==> src/rtl/core/lttc_pkg.sv <==
`timescale 1ns / 1ps

package lttc_pkg;

    localparam int ENTRIES_DEF   = 16;
    localparam int KEY_BITS_DEF  = 32;
    localparam int TIME_BITS_DEF = 48;

    localparam int CAP_W     = 5;
    localparam int TTL_W     = 32;
    localparam int CNT_W     = 32;
    localparam int OCC_OUT_W = 5;

    localparam logic [CAP_W-1:0] CAP_RESET = CAP_W'(16);
    localparam logic [TTL_W-1:0] TTL_RESET = TTL_W'(60000);

    typedef enum logic [0:0] {
        CFG_CAPACITY = 1'b0,
        CFG_TTL      = 1'b1
    } cfg_idx_t;

    typedef struct packed {
        logic shift;
        logic clear;
    } cell_ctl_t;

    typedef struct packed {
        logic match;
        logic live;
    } cell_stat_t;

    typedef struct packed {
        logic [CNT_W-1:0]     expiration_count;
        logic [CNT_W-1:0]     eviction_count;
        logic [CNT_W-1:0]     miss_count;
        logic [CNT_W-1:0]     hit_count;
        logic [CNT_W-1:0]     total_count;
        logic [OCC_OUT_W-1:0] occupancy;
        logic                 evicted;
        logic                 expired;
        logic                 hit;
    } result_t;

    localparam int OUT_W = $bits(result_t);

endpackage

==> src/rtl/core/lru_ttl_cache_tracker.sv <==
`timescale 1ns / 1ps

// LRU key tracker with sliding time-to-live.
// Input stream s_axis carries one access (key, now_ms) per transfer; output
// stream m_axis returns one result per access: hit/expired/evicted flags,
// occupancy after the access and five saturating counters.
// Entries sit in a chain of cells ordered by recency, most recent in cell 0.
// An access is looked up in all cells at once and the chain updates at the
// accepting edge: entries ahead of the hit move one cell back and the key
// lands in cell 0; on eviction the last live cell is dropped.
// The result is registered at the input transfer; throughput is one access
// per cycle unless the output stalls, set by the single lookup-and-shift step.
// A stalled result holds the output register and the input is held off while
// it waits; a new access is taken in the same cycle the result is taken.
// Reset empties every cell, clears all counters, sets capacity to 16 and
// ttl_ms to 60000. cfg_we writes capacity (index 0) or ttl_ms (index 1).
module lru_ttl_cache_tracker #(
    parameter int ENTRIES   = lttc_pkg::ENTRIES_DEF,
    parameter int KEY_BITS  = lttc_pkg::KEY_BITS_DEF,
    parameter int TIME_BITS = lttc_pkg::TIME_BITS_DEF,
    localparam int IN_W     = ((KEY_BITS + TIME_BITS + 7) / 8) * 8
) (
    input  logic                        clk,
    input  logic                        rst_n,
    input  logic                        cfg_we,
    input  logic [0:0]                  cfg_addr,
    input  logic [lttc_pkg::TTL_W-1:0]  cfg_wdata,
    input  logic                        s_axis_tvalid,
    output logic                        s_axis_tready,
    // key, now_ms, zero fill
    input  logic [IN_W-1:0]             s_axis_tdata,
    output logic                        m_axis_tvalid,
    input  logic                        m_axis_tready,
    // hit, expired, evicted, occupancy, total_count, hit_count, miss_count,
    // eviction_count, expiration_count
    output logic [lttc_pkg::OUT_W-1:0]  m_axis_tdata
);

    localparam int EXP_W = ((TIME_BITS > lttc_pkg::TTL_W) ? TIME_BITS : lttc_pkg::TTL_W) + 1;

    logic [KEY_BITS-1:0]   key;
    logic [EXP_W-1:0]      now;
    logic [EXP_W-1:0]      new_exp;
    lttc_pkg::cell_stat_t  stat [ENTRIES];
    lttc_pkg::cell_ctl_t   ctl [ENTRIES];
    lttc_pkg::result_t     result;

    logic                  chain_valid [ENTRIES+1];
    logic [KEY_BITS-1:0]   chain_key   [ENTRIES+1];
    logic [EXP_W-1:0]      chain_exp   [ENTRIES+1];

    assign key = s_axis_tdata[KEY_BITS-1:0];
    assign now = EXP_W'(s_axis_tdata[KEY_BITS +: TIME_BITS]);

    assign chain_valid[0] = 1'b1;
    assign chain_key[0]   = key;
    assign chain_exp[0]   = new_exp;

    genvar g;
    generate
        for (g = 0; g < ENTRIES; g++)
        begin : g_cell
            lttc_cell #(
                .KEY_BITS (KEY_BITS),
                .EXP_W    (EXP_W)
            ) u_cell (
                .clk        (clk),
                .rst_n      (rst_n),
                .look_key   (key),
                .look_now   (now),
                .ctl        (ctl[g]),
                .prev_valid (chain_valid[g]),
                .prev_key   (chain_key[g]),
                .prev_exp   (chain_exp[g]),
                .cur_valid  (chain_valid[g+1]),
                .cur_key    (chain_key[g+1]),
                .cur_exp    (chain_exp[g+1]),
                .stat       (stat[g])
            );
        end
    endgenerate

    lttc_ctrl #(
        .ENTRIES (ENTRIES),
        .EXP_W   (EXP_W)
    ) u_ctrl (
        .clk       (clk),
        .rst_n     (rst_n),
        .cfg_we    (cfg_we),
        .cfg_addr  (cfg_addr),
        .cfg_wdata (cfg_wdata),
        .in_valid  (s_axis_tvalid),
        .in_ready  (s_axis_tready),
        .out_valid (m_axis_tvalid),
        .out_ready (m_axis_tready),
        .now       (now),
        .new_exp   (new_exp),
        .stat      (stat),
        .ctl       (ctl),
        .result    (result)
    );

    assign m_axis_tdata = result;

endmodule

==> src/rtl/core/lttc_cell.sv <==
`timescale 1ns / 1ps

module lttc_cell #(
    parameter int KEY_BITS = lttc_pkg::KEY_BITS_DEF,
    parameter int EXP_W    = lttc_pkg::TIME_BITS_DEF + 1
) (
    input  logic                  clk,
    input  logic                  rst_n,
    input  logic [KEY_BITS-1:0]   look_key,
    input  logic [EXP_W-1:0]      look_now,
    input  lttc_pkg::cell_ctl_t   ctl,
    input  logic                  prev_valid,
    input  logic [KEY_BITS-1:0]   prev_key,
    input  logic [EXP_W-1:0]      prev_exp,
    output logic                  cur_valid,
    output logic [KEY_BITS-1:0]   cur_key,
    output logic [EXP_W-1:0]      cur_exp,
    output lttc_pkg::cell_stat_t  stat
);

    logic                valid_reg;
    logic                valid_next;
    logic [KEY_BITS-1:0] key_reg;
    logic [EXP_W-1:0]    exp_reg;

    always_comb
    begin
        valid_next = valid_reg;
        if (ctl.clear)
        begin
            valid_next = 1'b0;
        end
        else if (ctl.shift)
        begin
            valid_next = prev_valid;
        end
    end

    always_ff @(posedge clk or negedge rst_n)
    begin
        if (!rst_n)
        begin
            valid_reg <= 1'b0;
        end
        else
        begin
            valid_reg <= valid_next;
        end
    end

    always_ff @(posedge clk)
    begin
        if (ctl.shift)
        begin
            key_reg <= prev_key;
            exp_reg <= prev_exp;
        end
    end

    assign stat.match = valid_reg && (key_reg == look_key);
    assign stat.live  = exp_reg > look_now;

    assign cur_valid = valid_reg;
    assign cur_key   = key_reg;
    assign cur_exp   = exp_reg;

endmodule

==> src/rtl/core/lttc_ctrl.sv <==
`timescale 1ns / 1ps

module lttc_ctrl #(
    parameter int ENTRIES = lttc_pkg::ENTRIES_DEF,
    parameter int EXP_W   = lttc_pkg::TIME_BITS_DEF + 1
) (
    input  logic                        clk,
    input  logic                        rst_n,
    input  logic                        cfg_we,
    input  logic [0:0]                  cfg_addr,
    input  logic [lttc_pkg::TTL_W-1:0]  cfg_wdata,
    input  logic                        in_valid,
    output logic                        in_ready,
    output logic                        out_valid,
    input  logic                        out_ready,
    input  logic [EXP_W-1:0]            now,
    output logic [EXP_W-1:0]            new_exp,
    input  lttc_pkg::cell_stat_t        stat [ENTRIES],
    output lttc_pkg::cell_ctl_t         ctl [ENTRIES],
    output lttc_pkg::result_t           result
);

    localparam int OCC_W = $clog2(ENTRIES + 1);
    localparam int CMP_W = (OCC_W > lttc_pkg::CAP_W) ? OCC_W : lttc_pkg::CAP_W;
    localparam int CW    = lttc_pkg::CNT_W;

    logic [lttc_pkg::CAP_W-1:0] cap_reg;
    logic [lttc_pkg::TTL_W-1:0] ttl_reg;
    logic                       out_valid_reg;
    logic [OCC_W-1:0]           occ_reg;
    logic [OCC_W-1:0]           occ_next;
    logic [CW-1:0]              total_reg;
    logic [CW-1:0]              hits_reg;
    logic [CW-1:0]              misses_reg;
    logic [CW-1:0]              evicts_reg;
    logic [CW-1:0]              expires_reg;
    logic                       hit_reg;
    logic                       expired_reg;
    logic                       evicted_reg;

    logic [ENTRIES-1:0] match_vec;
    logic [ENTRIES-1:0] live_vec;
    logic [ENTRIES-1:0] at_or_above;
    logic               fire;
    logic               found;
    logic               hit;
    logic               expired;
    logic               evict;
    logic [OCC_W-1:0]   remain;
    logic [CMP_W-1:0]   cap_ext;
    logic [CMP_W-1:0]   cap_eff;

    assign in_ready  = !out_valid_reg || out_ready;
    assign fire      = in_valid && in_ready;
    assign out_valid = out_valid_reg;
    assign new_exp   = now + EXP_W'(ttl_reg);

    genvar g;
    generate
        for (g = 0; g < ENTRIES; g++)
        begin : g_vec
            assign match_vec[g]   = stat[g].match;
            assign live_vec[g]    = stat[g].live;
            assign at_or_above[g] = |match_vec[ENTRIES-1:g];
            assign ctl[g].shift   = fire && (!found || at_or_above[g]);
            assign ctl[g].clear   = fire && evict && (remain == OCC_W'(g));
        end
    endgenerate

    assign found   = |match_vec;
    assign hit     = |(match_vec & live_vec);
    assign expired = found && !hit;
    assign remain  = expired ? (occ_reg - OCC_W'(1)) : occ_reg;

    always_comb
    begin
        cap_ext = CMP_W'(cap_reg);
        cap_eff = cap_ext;
        if (cap_ext == '0)
        begin
            cap_eff = CMP_W'(1);
        end
        else if (cap_ext > CMP_W'(ENTRIES))
        begin
            cap_eff = CMP_W'(ENTRIES);
        end
    end

    assign evict = !hit && (remain != '0) && (CMP_W'(remain) >= cap_eff);

    always_comb
    begin
        if (hit)
        begin
            occ_next = occ_reg;
        end
        else if (evict)
        begin
            occ_next = remain;
        end
        else
        begin
            occ_next = remain + OCC_W'(1);
        end
    end

    function automatic logic [CW-1:0] sat_inc(input logic [CW-1:0] v);
        sat_inc = (v == '1) ? v : v + CW'(1);
    endfunction

    always_ff @(posedge clk or negedge rst_n)
    begin
        if (!rst_n)
        begin
            cap_reg <= lttc_pkg::CAP_RESET;
            ttl_reg <= lttc_pkg::TTL_RESET;
        end
        else if (cfg_we)
        begin
            unique case (lttc_pkg::cfg_idx_t'(cfg_addr))
                lttc_pkg::CFG_CAPACITY: cap_reg <= cfg_wdata[lttc_pkg::CAP_W-1:0];
                lttc_pkg::CFG_TTL:      ttl_reg <= cfg_wdata[lttc_pkg::TTL_W-1:0];
                default:                ;
            endcase
        end
    end

    always_ff @(posedge clk or negedge rst_n)
    begin
        if (!rst_n)
        begin
            out_valid_reg <= 1'b0;
            occ_reg       <= '0;
            total_reg     <= '0;
            hits_reg      <= '0;
            misses_reg    <= '0;
            evicts_reg    <= '0;
            expires_reg   <= '0;
        end
        else
        begin
            if (fire)
            begin
                out_valid_reg <= 1'b1;
            end
            else if (out_ready)
            begin
                out_valid_reg <= 1'b0;
            end
            if (fire)
            begin
                occ_reg   <= occ_next;
                total_reg <= sat_inc(total_reg);
                if (hit)
                begin
                    hits_reg <= sat_inc(hits_reg);
                end
                else
                begin
                    misses_reg <= sat_inc(misses_reg);
                end
                if (evict)
                begin
                    evicts_reg <= sat_inc(evicts_reg);
                end
                if (expired)
                begin
                    expires_reg <= sat_inc(expires_reg);
                end
            end
        end
    end

    always_ff @(posedge clk)
    begin
        if (fire)
        begin
            hit_reg     <= hit;
            expired_reg <= expired;
            evicted_reg <= evict;
        end
    end

    assign result.expiration_count = expires_reg;
    assign result.eviction_count   = evicts_reg;
    assign result.miss_count       = misses_reg;
    assign result.hit_count        = hits_reg;
    assign result.total_count      = total_reg;
    assign result.occupancy        = lttc_pkg::OCC_OUT_W'(occ_reg);
    assign result.evicted          = evicted_reg;
    assign result.expired          = expired_reg;
    assign result.hit              = hit_reg;

endmodule

==> config.mk <==
export PLATFORM = sky130hd
export DESIGN_NAME = lru_ttl_cache_tracker
export DESIGN_NICKNAME = d
export VERILOG_FILES = /design/src/rtl/core/lttc_pkg.sv /design/src/rtl/core/lru_ttl_cache_tracker.sv /design/src/rtl/core/lttc_cell.sv /design/src/rtl/core/lttc_ctrl.sv
export SDC_FILE = /design/constraint.sdc
export NUM_CORES = 2
export LEC_CHECK = 0
export BUFFER_PORTS_ARGS = -buffer_cell sky130_fd_sc_hd__buf_2
export CAP_MARGIN = 20
export CELL_PAD_IN_SITES_DETAIL_PLACEMENT = 0
export CELL_PAD_IN_SITES_GLOBAL_PLACEMENT = 1
export CORE_MARGIN = 2
export CORE_UTILIZATION = 45
export CTS_CLUSTER_DIAMETER = 200
export DETAILED_ROUTE_END_ITERATION = 7
export PLACE_DENSITY = 0.81
export SLEW_MARGIN = 20
export SYNTH_ARGS = -nofsm -noshare
export SYNTH_HDL_FRONTEND = slang
export SYNTH_SLANG_ARGS = --single-unit
==> constraint.sdc <==
create_clock -name clk -period 9.7 [get_ports clk]
set_input_delay 2.425 -clock clk [delete_from_list [all_inputs] [get_ports clk]]
set_output_delay 2.425 -clock clk [all_outputs]
set_load 0.02 [all_outputs]
==> flow_metrics.tcl <==
set metrics [dict create \
    cts_tree "built" \
    finish.instance_area_sq_um 85800 \
    routedWlPerCell_um 23.5 \
    critPathCapture "u_ctrl.evicts_reg[1]" \
    root_buffer "clkbuf_16" \
    area_growth_pct 13.4 \
    drc 0 \
    grt_pass1_wl_um 299000 \
    largest_register_ffs 784 \
    crit_type "primary input to flop" \
    grt.overflow.total 0 \
    whs_ns 0.435 \
    crit_start "s_axis_tdata[64]" \
    ys_ff_latch 1518 \
    cts.sinks 1518 \
    rows 150 \
    synthArstFlopShare 0.144 \
    clock_path_buffers 3 \
    vias_per_cell 5.74 \
    final_cells 8448 \
    place_inst 8154 \
    run_status "complete, no violations" \
    post-dp-hpwl_um 157000 \
    r2r_setup_slack_ns 2.89 \
    hold_path.class "flop to flop" \
    cp-end-kind "flop" \
    worst_ep_arrival_time_ns 9.31 \
    slowest_delay_ns 0.99 \
    placed_cell_area_sq_um 80700 \
    io_pins 288 \
    nets 7043 \
    die_area_sq_um 171000 \
    rr_startpoint "g_cell[15].u_cell.cur_exp[43]" \
    fmax_mhz 116 \
    cts_hold_buf 0 \
    final_max_slew_viol_count 0 \
    synth_edf_count 1299 \
    tightest_slew_ns 1.15 \
    rr_worst_depth 23 \
    die_x_um 414 \
    ys_seq_area_frac 0.588 \
    initial_utilization 0.453 \
    yosysWarnings 0 \
    slowest_stage "nor4bb_1" \
    drtIter0Drc 3990 \
    vdd_drop_max_mv 0.200 \
    power.density_nw_per_um2 190 \
    die_y_um 414 \
    netlist_area_sq_um 75700 \
    grt_max_degree 121 \
    htreeDepth 4 \
    path_clk_slew_ns 0.06 \
    dr.pass1.iters 6 \
    drive_gt1_frac 0.121 \
    tns_ns 0 \
    clk_latency_ns 0.81 \
    avgSynthCellArea_sq_um 13.5 \
    antenna_found_initial 20 \
    start_kind "primary input" \
    fillers 13950 \
    cts_buffers 157 \
    grt_pass1_vias 49351 \
    yosys.cell_types.count 90 \
    ys.flop_type "edfxtp_1" \
    io_buffers 287 \
    timing_hold_violations_final 0 \
    wl_um 198000 \
    track_usage 0.229 \
    max_slew_margin 0.225 \
    syn_inst 5608 \
    final-setup-viol-count 0 \
    r2r_end "u_ctrl.evicts_reg[1]" \
    max_cap_viol_count 0 \
    grt_setup_unrepaired "false" \
    synth_fp_nets 6542 \
    finClkSkew_ns 0.0291 \
    cts_resized 0 \
    finalCriticalPeriod_ns 8.63 \
    cp_max_fo 32 \
    gp_congestion 0.997 \
    ant_nets 0 \
    cts_setup_buffers 0 \
    fin_crit_sh 0.890 \
    power_leakage_nw 33.6 \
    core_sq_um 167000 \
    dr_total_vias 48530 \
    cp.required_ns 10.38 \
]
-- metal layers --
metal,GRT usage,part of all wire,up-vias
li1,-,-,22656
met1,0.284,0.41,23976
met2,0.392,0.49,1485
met3,0.0431,0.060,385
met4,0.0936,0.040,28
met5,0,0.00088,-
-- through the flow --
stage	power, mW	utilization	setup WS (ns)
floorplan	9.53	-	0.0357
global placement	10.3	0.483	0.426
detailed placement	10.4	0.483	0.405
CTS	16.4	0.513	1.23
global route	16.9	0.513	0.913
finish	16.3	0.513	1.07
-- layout by cell type (no fill, tap or decap), types with 12 or more instances in the layout --
cell type,instances
and4_1,26
clkinv_2,26
clkbuf_1,36
nor4_1,157
edfxtp_1,1299
nand2_1,312
nand3_1,167
o31ai_1,20
clkinv_1,34
nand4b_1,31
a21o_1,126
inv_1,125
nor2b_1,38
or3_1,13
nor3_1,88
a211oi_1,39
a21oi_1,314
nand2b_1,42
nand4_1,293
and2_1,14
xor2_1,308
ha_1,815
o21ai_0,129
buf_4,141
mux2_2,45
or4_1,26
nor2_1,172
buf_2,286
a221oi_1,27
bufinv_16,16
xnor2_1,401
a31oi_1,16
dfrtp_1,211
and3_1,50
clkbuf_16,163
or2_2,13
o211ai_1,12
-- worst max-delay path: cells and delay by family --
family | cells | cell delay [ns]
and+or+nand+nor | 11 | 3.20
buffers and inverters | 6 | 1.59
AOI/OAI and AO/OA | 3 | 0.90
adders and majority gates | 2 | 0.47
muxes | 2 | 0.45
xor gates and xnor gates | 1 | 0.22
-- synth_stat cells, types with 128 or more instances --
cell	number	area [sq um]
edfxtp_1	1299	39000
ha_1	815	10200
xnor2_1	401	3510
a21oi_1	318	1590
nand2_1	315	1180
xor2_1	308	2700
nand4_1	293	1830
dfrtp_1	211	5280
nor2_1	174	653
nand3_1	167	836
nor4_1	157	982
o21ai_0	129	646
inv_1	128	480
-- area by class of cell --
| class | instances | area, sq um | area share |
|---|---|---|---|
| sequential | 1518 | 44500 | 0.519 |
| timing repair buffer | 431 | 2560 | 0.0299 |
| inverter | 129 | 489 | 0.00570 |
| clock inverter | 87 | 838 | 0.00977 |
| multi-input combinational | 3872 | 30300 | 0.354 |
| antenna | 5 | 12.5 | 0.000146 |
| tap | 2204 | 2760 | 0.0322 |
| clock buffer | 202 | 4260 | 0.0496 |
-- power breakdown --
part	internal, mW	leakage, nW	switching (mW)	total [mW]
clock network	3.52	2.49	2.54	6.06
logic	0.843	15.9	1.43	2.27
registers	7.64	15.2	0.349	7.99
-- worst min path at each step --
stage,from,to,cells after the start
after floorplan,g_cell[9].u_cell.cur_exp[0],g_cell[10].u_cell.cur_exp[0],0
after global placement,g_cell[1].u_cell.cur_exp[0],g_cell[2].u_cell.cur_exp[0],0
after detailed placement,g_cell[13].u_cell.cur_exp[0],g_cell[14].u_cell.cur_exp[0],0
after CTS,g_cell[11].u_cell.cur_exp[0],g_cell[12].u_cell.cur_exp[0],0
after global routing,g_cell[12].u_cell.cur_exp[30],g_cell[13].u_cell.cur_exp[30],0
final,g_cell[11].u_cell.cur_exp[0],g_cell[12].u_cell.cur_exp[0],0
-- cell families after synthesis --
logic type	synth area share
muxes	0.00832
and+or+nand+nor	0.109
AOI/OAI and AO/OA	0.0649
DFF	0.588
adders and majority gates	0.135
buffers and inverters	0.0126
xor gates and xnor gates	0.0823
(Power assumes the default switching activity.)
